===== src/design/csvrp_pkg.sv =====
// shared types and constants for the csv record parser
`default_nettype none

package csvrp_pkg;

    localparam logic [7:0] QUOTE_BYTE      = 8'd34;
    localparam logic [7:0] NEWLINE_BYTE    = 8'd10;
    localparam logic [7:0] DELIMITER_RESET = 8'd44;

    typedef enum logic [1:0] {
        KIND_CHAR       = 2'd0,
        KIND_FIELD_END  = 2'd1,
        KIND_RECORD_END = 2'd2,
        KIND_ERROR      = 2'd3
    } kind_t;

    typedef enum logic [1:0] {
        MODE_OUTSIDE = 2'd0,
        MODE_INSIDE  = 2'd1,
        MODE_PENDING = 2'd2
    } mode_t;

    typedef struct packed {
        logic       end_of_stream;
        logic [7:0] data_byte;
    } item_t;

    typedef struct packed {
        kind_t      out_kind;
        logic [7:0] out_char;
    } result_t;

endpackage

`default_nettype wire


===== src/design/csv_record_parser.sv =====
// top level of the streaming csv record parser
//
// Takes one byte transaction per cycle while not stalled and returns at most one event per
// byte: a field character, a field end, a record end or an unclosed-quote error. A byte is
// latched in the input register, decoded against the quote mode and record flag when it
// leaves that register, and its event is registered in the output register, so an event is
// offered on the master side once its byte has passed both registers. The quote-mode update
// is combinational into its register, which sets the sustained rate at one byte per cycle
// while the master side keeps up; a skid entry behind the output register takes the event
// in flight when the master side stalls, and the input stalls while that entry is occupied.
// The delimiter is written through the cfg channel, which is always ready; write it only
// while no byte is in flight.
`default_nettype none

module csv_record_parser
(
    input  wire logic       clk,
    input  wire logic       rst_n,
    input  wire logic       cfg_valid,
    output logic            cfg_ready,
    input  wire logic [7:0] cfg_data,      // delimiter
    input  wire logic       s_tvalid,
    output logic            s_tready,
    input  wire logic [7:0] s_tdata,       // data_byte
    input  wire logic       s_tuser,       // end_of_stream
    output logic            m_tvalid,
    input  wire logic       m_tready,
    output logic [7:0]      m_tdata,       // out_char
    output logic [1:0]      m_tuser        // out_kind
);

    csvrp_pkg::item_t   s_item;
    csvrp_pkg::item_t   item;
    csvrp_pkg::result_t result;
    csvrp_pkg::result_t m_result;
    logic               item_valid;
    logic               has_result;
    logic               up_ready;

    assign cfg_ready            = 1'b1;
    assign s_item.data_byte     = s_tdata;
    assign s_item.end_of_stream = s_tuser;
    assign m_tdata              = m_result.out_char;
    assign m_tuser              = m_result.out_kind;

    csvrp_in_stage u_in_stage
    (
        .clk        (clk),
        .rst_n      (rst_n),
        .s_tvalid   (s_tvalid),
        .s_tready   (s_tready),
        .s_item     (s_item),
        .down_ready (up_ready),
        .item_valid (item_valid),
        .item       (item)
    );

    csvrp_step u_step
    (
        .clk        (clk),
        .rst_n      (rst_n),
        .cfg_valid  (cfg_valid),
        .cfg_data   (cfg_data),
        .item_valid (item_valid),
        .item       (item),
        .has_result (has_result),
        .result     (result)
    );

    csvrp_out_skid u_out_skid
    (
        .clk         (clk),
        .rst_n       (rst_n),
        .push        (item_valid && has_result),
        .push_result (result),
        .up_ready    (up_ready),
        .m_tvalid    (m_tvalid),
        .m_tready    (m_tready),
        .m_result    (m_result)
    );

endmodule

`default_nettype wire


===== src/design/csvrp_in_stage.sv =====
// input register stage holding one accepted byte transaction
`default_nettype none

module csvrp_in_stage
(
    input  wire logic            clk,
    input  wire logic            rst_n,
    input  wire logic            s_tvalid,
    output logic                 s_tready,
    input  wire csvrp_pkg::item_t s_item,
    input  wire logic            down_ready,
    output logic                 item_valid,
    output csvrp_pkg::item_t     item
);

    logic             valid_reg;
    logic             valid_next;
    csvrp_pkg::item_t item_reg;
    logic             take;

    assign s_tready   = !valid_reg || down_ready;
    assign take       = s_tvalid && s_tready;
    assign item_valid = valid_reg && down_ready;
    assign item       = item_reg;

    always_comb
    begin
        valid_next = valid_reg;
        if (take)
        begin
            valid_next = 1'b1;
        end
        else if (item_valid)
        begin
            valid_next = 1'b0;
        end
    end

    always_ff @(posedge clk or negedge rst_n)
    begin
        if (!rst_n)
        begin
            valid_reg <= 1'b0;
        end
        else
        begin
            valid_reg <= valid_next;
        end
    end

    always_ff @(posedge clk)
    begin
        if (take)
        begin
            item_reg <= s_item;
        end
    end

endmodule

`default_nettype wire


===== src/design/csvrp_step.sv =====
// tokenizer state, delimiter register and per-byte event logic
`default_nettype none

module csvrp_step
(
    input  wire logic             clk,
    input  wire logic             rst_n,
    input  wire logic             cfg_valid,
    input  wire logic [7:0]       cfg_data,
    input  wire logic             item_valid,
    input  wire csvrp_pkg::item_t item,
    output logic                  has_result,
    output csvrp_pkg::result_t    result
);

    logic [7:0]       delimiter_reg;
    csvrp_pkg::mode_t quote_mode_reg;
    csvrp_pkg::mode_t quote_mode_next;
    logic             record_started_reg;
    logic             record_started_next;
    logic             is_quote;
    logic             is_newline;
    logic             is_delim;

    assign is_quote   = item.data_byte == csvrp_pkg::QUOTE_BYTE;
    assign is_newline = item.data_byte == csvrp_pkg::NEWLINE_BYTE;
    assign is_delim   = item.data_byte == delimiter_reg;

    // next state
    always_comb
    begin
        quote_mode_next     = quote_mode_reg;
        record_started_next = record_started_reg;
        if (item.end_of_stream)
        begin
            if (record_started_reg)
            begin
                quote_mode_next     = csvrp_pkg::MODE_OUTSIDE;
                record_started_next = 1'b0;
            end
        end
        else
        begin
            record_started_next = 1'b1;
            unique case (quote_mode_reg)
                csvrp_pkg::MODE_INSIDE:
                begin
                    if (is_quote)
                    begin
                        quote_mode_next = csvrp_pkg::MODE_PENDING;
                    end
                end
                csvrp_pkg::MODE_PENDING:
                begin
                    if (is_quote)
                    begin
                        quote_mode_next = csvrp_pkg::MODE_INSIDE;
                    end
                    else
                    begin
                        quote_mode_next = csvrp_pkg::MODE_OUTSIDE;
                        if (is_newline)
                        begin
                            record_started_next = 1'b0;
                        end
                    end
                end
                default:
                begin
                    if (is_quote)
                    begin
                        quote_mode_next = csvrp_pkg::MODE_INSIDE;
                    end
                    else
                    begin
                        quote_mode_next = csvrp_pkg::MODE_OUTSIDE;
                        if (is_newline)
                        begin
                            record_started_next = 1'b0;
                        end
                    end
                end
            endcase
        end
    end

    // event output
    always_comb
    begin
        has_result      = 1'b0;
        result.out_kind = csvrp_pkg::KIND_CHAR;
        result.out_char = 8'd0;
        if (item.end_of_stream)
        begin
            if (record_started_reg)
            begin
                has_result = 1'b1;
                if (quote_mode_reg == csvrp_pkg::MODE_INSIDE)
                begin
                    result.out_kind = csvrp_pkg::KIND_ERROR;
                end
                else
                begin
                    result.out_kind = csvrp_pkg::KIND_RECORD_END;
                end
            end
        end
        else if (quote_mode_reg == csvrp_pkg::MODE_INSIDE)
        begin
            if (!is_quote)
            begin
                has_result      = 1'b1;
                result.out_char = item.data_byte;
            end
        end
        else if ((quote_mode_reg == csvrp_pkg::MODE_PENDING) && is_quote)
        begin
            has_result      = 1'b1;
            result.out_char = csvrp_pkg::QUOTE_BYTE;
        end
        else if (!is_quote)
        begin
            has_result = 1'b1;
            if (is_newline)
            begin
                result.out_kind = csvrp_pkg::KIND_RECORD_END;
            end
            else if (is_delim)
            begin
                result.out_kind = csvrp_pkg::KIND_FIELD_END;
            end
            else
            begin
                result.out_char = item.data_byte;
            end
        end
    end

    always_ff @(posedge clk or negedge rst_n)
    begin
        if (!rst_n)
        begin
            delimiter_reg      <= csvrp_pkg::DELIMITER_RESET;
            quote_mode_reg     <= csvrp_pkg::MODE_OUTSIDE;
            record_started_reg <= 1'b0;
        end
        else
        begin
            if (cfg_valid)
            begin
                delimiter_reg <= cfg_data;
            end
            if (item_valid)
            begin
                quote_mode_reg     <= quote_mode_next;
                record_started_reg <= record_started_next;
            end
        end
    end

endmodule

`default_nettype wire


===== src/design/csvrp_out_skid.sv =====
// result register with a skid entry toward the master side
`default_nettype none

module csvrp_out_skid
(
    input  wire logic               clk,
    input  wire logic               rst_n,
    input  wire logic               push,
    input  wire csvrp_pkg::result_t push_result,
    output logic                    up_ready,
    output logic                    m_tvalid,
    input  wire logic               m_tready,
    output csvrp_pkg::result_t      m_result
);

    logic               main_valid_reg;
    logic               main_valid_next;
    logic               skid_valid_reg;
    logic               skid_valid_next;
    csvrp_pkg::result_t main_reg;
    csvrp_pkg::result_t skid_reg;
    logic               main_load;

    assign up_ready  = !skid_valid_reg;
    assign m_tvalid  = main_valid_reg;
    assign m_result  = main_reg;
    assign main_load = m_tready || !main_valid_reg;

    always_comb
    begin
        main_valid_next = main_valid_reg;
        skid_valid_next = skid_valid_reg;
        if (main_load)
        begin
            main_valid_next = skid_valid_reg || push;
            skid_valid_next = 1'b0;
        end
        else if (push)
        begin
            skid_valid_next = 1'b1;
        end
    end

    always_ff @(posedge clk or negedge rst_n)
    begin
        if (!rst_n)
        begin
            main_valid_reg <= 1'b0;
            skid_valid_reg <= 1'b0;
        end
        else
        begin
            main_valid_reg <= main_valid_next;
            skid_valid_reg <= skid_valid_next;
        end
    end

    always_ff @(posedge clk)
    begin
        if (main_load)
        begin
            main_reg <= skid_valid_reg ? skid_reg : push_result;
        end
        else if (push)
        begin
            skid_reg <= push_result;
        end
    end

endmodule

`default_nettype wire

===== config.mk =====
export PLATFORM = sky130hd
export DESIGN_NAME = csv_record_parser
export DESIGN_NICKNAME = d
export VERILOG_FILES = /design/src/design/csvrp_pkg.sv /design/src/design/csv_record_parser.sv /design/src/design/csvrp_in_stage.sv /design/src/design/csvrp_step.sv /design/src/design/csvrp_out_skid.sv
export SDC_FILE = /design/constraint.sdc
export NUM_CORES = 1
export LEC_CHECK = 0
export BUFFER_PORTS_ARGS = -buffer_cell sky130_fd_sc_hd__buf_2
export CORE_MARGIN = 1.5
export CORE_UTILIZATION = 45
export CTS_CLUSTER_DIAMETER = 50
export DETAILED_ROUTE_END_ITERATION = 16
export GPL_ROUTABILITY_DRIVEN = 1
export GPL_TIMING_DRIVEN = 0
export PLACE_DENSITY_LB_ADDON = 0.2
export SLEW_MARGIN = 10
export SYNTH_ARGS = -nofsm -noshare
export SYNTH_HDL_FRONTEND = slang
export SYNTH_SLANG_ARGS = --single-unit

===== constraint.sdc =====
create_clock -name clk -period 2.8 [get_ports clk]
set_clock_uncertainty 0.1 [all_clocks]
set_input_delay 0.7 -clock clk [delete_from_list [all_inputs] [get_ports clk]]
set_output_delay 0.7 -clock clk [all_outputs]
set_load 0.03 [all_outputs]

==> metrics, run 1 <==
status finished, final reports clean; f_max about 440 MHz; DR pass1 iterations 4; core area roughly 4000 um2; cts hold-fix bufs 0; CP peak stage delay roughly 640 ps; post-synthesis compound-gate area fraction under 10%; crit path DAT ~2100 ps; Post-Syn Area between 1500 and 2000 um2; layout cells sized above 1 a little under a third; Setup CP Type register to register; routability cong. 0.765; Post-Synth Simple-Gate Area 14.3%; chip height 68.8 um; Post-DP HPWL around 2.6 mm; Most used DFF post-synth edfxtp_1; XOR/XNOR Fraction of Synth Area between 4 and 5%; Syn Area/Cell 13.1 um2; Die X around 70 um; WL final roughly 3.4 mm; First DRT Iteration DRCs between 60 and 70; final max-slew violation count 0; Layout Nets 210; n_diodes 0; number of clock sinks between 40 and 50; initial antenna violation count 0; Worst slew margin about half; worst r2r src u_in_stage.item[8]; CTS tree yes; worst-skew pair later-pin latency 300 ps; WL/cell 14.2 um; post-synthesis adder-cell area fraction 0%; global-route usage over all layers 16.5%; Final Hold Viols 0; RR Endpoint u_out_skid.skid_reg[7]; starting density of the core a little under half; placed cell area between 2000 and 2500 um2; Layout area overhead 17.2%; H-tree depth 2; register clock-pin slew on the reported worst setup and hold paths approximately 80 ps; area of the multi-input gates ~660 um2; asr flop ratio synth between 30% and 40%; crit path max-delay cell type nor3_2; warning count from the yosys run 0; fill count about 380; DR vias between 1000 and 1500; Non-Filler Instances about 240; Reg area 1220 um2; Final Critical Period 2250 ps; RSZ-0062 raised after global routing no; leakage dissipation approximately 0.88 nW; die area about 4700 um2; critical path, cell by cell clkbuf_1 -> clkbuf_1 -> nor3_1 -> nor3_2; max_cap viols 0; CTS max path bufs 2; largest family of logic cells by synthesized area simple AND/OR/NAND/NOR gates; Hold WS 179 ps; Setup WS post-layout 550 ps; element type at the critical path end register; Placed Instances about 230; min-delay worst type input pin to asynchronous set/reset pin; r2r worst-path depth 4; cells after synthesis 149; Final setup viols 0; IO Pins 35; number of global-route vias before repair 1256; number of buffers created by CTS 5; highest fanout seen on the critical path 10; Seq/Total Area, Yosys a little over three fifths; post-CTS setup buffers 0; DP Worst Slack -59.5 ps; number of synthesized flops with an enable pin 29; register-to-register setup slack between 500 and 600 ps; routed vias/inst 5.41; Root Buffer clkbuf_8; Tcrit/Tclk final roughly four fifths; CP Launch Type register; largest net degree at the start of global routing 15; pwr dens approximately 710 nW/um2; transition time at the pin with the least slew margin approximately 750 ps; Residual DRC 0; worst vdd ir 0.000343 V; Top cell by count, worst path clkbuf_1; post_cts resized 0; Row Count 23; Worst EP required approximately 2600 ps; port bufs 32; Synth cell types 38; final instance area between 2000 and 2500 um2; global-route wire length before repair 5.66 mm; Yosys reg bits 43; Mapped Nets about 170; grt total ovfl 0; mux contribution to synthesized area about 5.2%; Antenna Nets Post-Route 0
[worst max-delay path: cells and delay by family, from the launching register on]
kind                   cells  cell delay [ps]
and+or+nand+nor            2              770
DFF                        1              320
buffers and inverters      2              700
[metal layers]
metal	routed length, um	GRT usage (%)	vias up	share of wire (%)
met1	1460	19.6	622	43
met3	178	5.19	3	5.2
met2	1720	28.2	37	51
met4	32	5.64	0	0.94
met5	0	0	-	0
li1	-	-	630	-
[where the power goes]
part           total [mW]  leakage, nW  internal [mW]  switching (mW)
Clock               0.467       0.0556          0.261           0.206
Combinational       0.328        0.375          0.114           0.213
Sequential          0.825        0.452          0.782          0.0433
[cell usage in the layout (no fill, tap or decap), drive strengths merged, types with 2 or more instances in the layout]
cell / count
xnor2: 8
clkbuf: 11
nand2b: 5
dfstp: 3
nor4: 2
buf: 34
a21oi: 3
o41ai: 7
inv: 7
nand2: 15
nand4: 2
o21ai: 3
dfrtp: 11
or3: 2
nor2b: 5
o311ai: 2
o31ai: 4
mux2: 9
edfxtp: 29
clkinv: 2
nor3: 9
nand3: 3
[cell usage after synthesis (2+ instances only)]
cell      count  share of area, %
inv_1         7               1.4
o311ai_1      2              0.90
nand2b_1      5               1.6
nand4_1       2              0.64
nand2_1      15               2.9
xnor2_1       8               3.6
nor3_1        8               2.1
clkbuf_1      6               1.2
mux2_2        9               5.2
o41ai_1       7               3.2
nor2b_1       5               1.6
dfrtp_1      11                14
dfstp_2       3               4.1
o21ai_0       2              0.51
a21oi_1       3              0.77
edfxtp_1     29                45
nand3_1       2              0.51
o31ai_1       4               1.5
or3_1         2              0.64
[cells by family after synthesis]
family	Yosys count
mux	9
simple gates	47
flops	43
other cells	1
buf+inv	15
compound gates	25
xor+xnor	9
[layout make-up]
| cell class | count | area share, % |
|---|---|---|
| plain buffers | 8 | 1.81 |
| flip-flops and latches | 43 | 53.7 |
| clock buffers | 5 | 3.02 |
| repair buffers | 32 | 7.02 |
| multi-input cells | 91 | 28.9 |
| clock inverters | 3 | 1.70 |
| well taps | 50 | 2.74 |
| inverters | 7 | 1.15 |
[worst max-delay path by stage]
stage	endpoint	slack (ps)	start	cells after the start
2_1_floorplan	u_out_skid.skid_reg[0]	430	m_tready	2
3_3_place_gp	u_out_skid.skid_reg[2]	-5	m_tready	3
3_5_place_dp	u_out_skid.skid_reg[4]	-60	m_tready	3
4_1_cts	u_out_skid.skid_reg[4]	130	u_in_stage.item[8]	4
5_1_grt	u_out_skid.skid_reg[8]	400	u_in_stage.item[8]	4
6_report	u_out_skid.skid_reg[7]	550	u_in_stage.item[8]	4
[through the flow]
stage                     TNS [ps]  power (mW)  util [%]
final                            0        1.62      55.8
after detailed placement      -591        1.17      53.1
after global placement       -45.1        1.15      53.1
after CTS                        0        1.63      55.7
after floorplan                  0        1.07         -
after global routing             0        1.70      55.8
Power figures use the tool's default switching activity.
==> run 2, diff against run 1 <==
clock period = 1.8 ns   (was 2.8 ns; I/O delays follow)
==> metrics, run 2 (same netlist as run 1, synthesis figures left out) <==
Tcrit/Tclk final 100% (was 80.3%); H-tree depth 2 (unchanged); f_max 553 MHz (was 445 MHz); register clock-pin slew on the reported worst setup and hold paths 70 ps (was 80 ps); Tot Pwr 2.41 mW (was 1.62 mW); Post-DP HPWL 2.65 mm (about the same); Gate power share 22.6% (was 20.2%); chip height 68.8 um (unchanged); grt total ovfl 0 (unchanged); WP buf/inv 3 (was 2); failing checks setup timing; min-delay src s_tdata[4]; routability cong. 0.767 (was 0.765); RR Endpoint u_out_skid.skid_reg[2] (was u_out_skid.skid_reg[7]); global-route usage over all layers 17.0% (was 16.5%); die area 4730 um2 (unchanged); Hold Path Stages 1; worst r2r src u_in_stage.item[8] (unchanged); most frequent cells in the layout buf_2 (33), edfxtp_1 (29), nand2_1 (14), dfrtp_1 (11), mux2_2 (9) (was buf_2 (32), edfxtp_1 (29), nand2_1 (15), dfrtp_1 (11), mux2_2 (9)); Setup CP Type register to register (unchanged); WL final 3.61 mm (was 3.39 mm); status complete, but fails checks (was finished, final reports clean); sequential share of power 53.5% (was 50.9%); Min-Delay Endpoint u_in_stage.item[4]; Layout Nets 219 (was 210); number of buffers created by CTS 5 (unchanged); transition time at the pin with the least slew margin 643 ps (was 755 ps); register-to-register setup slack -8 ps (was 550 ps); critical path, cell by cell clkbuf_1 -> buf_2 -> nor3_4 -> nor3_4 -> buf_12 (was clkbuf_1 -> clkbuf_1 -> nor3_1 -> nor3_2); WL/cell 14.6 um (was 14.2 um); Top cell by count, worst path nor3_4 (was clkbuf_1); global-route wire length before repair 5.73 mm (was 5.66 mm); final instance area 2400 um2 (was 2280 um2); cell count along the critical path 5 (was 4); r2r worst-path depth 5 (was 4); fill count 348 (was 376); largest net degree at the start of global routing 15 (unchanged); Final setup viols 8 (was 0); layout cells sized above 1 37.9% (was 31.2%); IO Pins 35 (unchanged); Setup WS post-layout -7.99 ps (was 550 ps); First DRT Iteration DRCs 115 (was 63); setup TNS -44.9 ps (was 0 ps); placed cell area 2180 um2 (was 2170 um2); Final Critical Period 1810 ps (was 2250 ps); core area 4090 um2 (unchanged); pwr dens 1000 nW/um2 (was 710 nW/um2); DR vias 1340 (was 1292); Power Internal 1.68 mW (was 1.16 mW); RSZ-0062 raised after global routing yes (was no); Root Buffer clkbuf_8 (unchanged); Row Count 23 (unchanged); worst vdd ir 0.000460 V (was 0.000343 V); highest fanout seen on the critical path 10 (unchanged); port bufs 32 (unchanged); initial antenna violation count 0 (unchanged); Layout area overhead 23.6% (was 17.2%); leakage dissipation 0.942 nW (was 0.883 nW); Sw Share 30.0% (was 28.5%); Sw Pwr 723 uW (was 462 uW); number of global-route vias before repair 1258 (was 1256); element type at the critical path end register (unchanged); Worst EP required 1720 ps (was 2630 ps); CP delay by family, top buffers and inverters (was simple AND/OR/NAND/NOR gates); n_diodes 0 (unchanged); final max-slew violation count 0 (unchanged); CTS tree yes (unchanged); crit path DAT 1720 ps (was 2080 ps); min-delay worst type input pin to register (was input pin to asynchronous set/reset pin); number of clock sinks 43 (unchanged); routed vias/inst 5.40 (was 5.41); Antenna Nets Post-Route 0 (unchanged); CTS max path bufs 2 (unchanged); Die X 68.8 um (unchanged); Residual DRC 0 (unchanged); Worst slew margin 57.1% (was 49.4%); Clk pwr share 23.9% (was 28.8%); CP peak stage delay 330 ps (was 640 ps); worst-skew pair later-pin latency 300 ps (about the same); max_cap viols 0 (unchanged); starting density of the core 47.6% (unchanged); CP Launch Type register (unchanged); commonest non-fill, non-tap cell in the layout buf_2 (unchanged); Final Hold Viols 0 (unchanged); crit path max-delay cell type edfxtp_1 (was nor3_2); DR pass1 iterations 4 (unchanged)
==> run 2: final cells by class <==
| type | instances | area [um2] | share of cell area, % |
|---|---|---|---|
| flip-flops and latches | 43 | 1220 | 50.9 |
| well taps | 50 | 62.6 | 2.60 |
| clock buffers | 6 | 72.6 | 3.02 |
| repair buffers | 41 | 253 | 10.5 |
| plain buffers | 8 | 43.8 | 1.82 |
| clock inverters | 2 | 7.51 | 0.312 |
| multi-input cells | 91 | 714 | 29.7 |
| inverters | 7 | 26.3 | 1.09 |
==> run 2: timing repair <==
| action | in CTS | in global routing |
|---|---|---|
| setup buffers | 6 | 3 |
| hold buffers | 1 | 0 |
| gates resized for setup | 5 | 13 |
| setup endpoints to repair | 24 | 22 |
| pin swaps | 3 | 3 |
| hold endpoints to repair | 11 | 0 |
==> run 2: stage by stage <==
| step | util (%) | instances | worst slack (ps) | hold WS (ps) |
|---|---|---|---|---|
| after global placement | 53.3 | 231 | -197 | 253 |
| after floorplan | - | 149 | 56.9 | 54.4 |
| after detailed placement | 53.3 | 231 | -225 | 264 |
| final | 58.8 | 248 | -7.99 | 227 |
| after global routing | 58.8 | 248 | -74.9 | 211 |
| after CTS | 57.3 | 246 | 20.4 | 214 |
==> run 2: how the worst max path moves through the flow <==
stage,to,startpoint
global placement,u_out_skid.skid_reg[2],u_in_stage.item[8]
CTS,u_out_skid.m_result[1],u_in_stage.item[7]
finish,u_out_skid.skid_reg[2],u_in_stage.item[8]
global route,u_out_skid.skid_reg[0],u_in_stage.item[8]
floorplan,u_out_skid.skid_reg[0],u_out_skid.m_tvalid
detailed placement,u_out_skid.skid_reg[2],u_in_stage.item[8]
==> run 2: routing by layer <==
metal	vias to the layer above	track usage, %	routed length, um
met5	-	0	0
met4	0	7.60	57
met3	7	5.36	218
met2	40	29.7	1820
met1	650	18.8	1510
li1	643	-	-
==> run 2: power groups by stage <==
stage               logic [mW]  clock network (mW)  registers (mW)
floorplan                0.260                   0            1.41
global placement         0.499                   0            1.30
detailed placement       0.510                   0            1.31
CTS                      0.529               0.589            1.29
global route             0.594               0.633            1.30
finish                   0.545               0.575            1.29
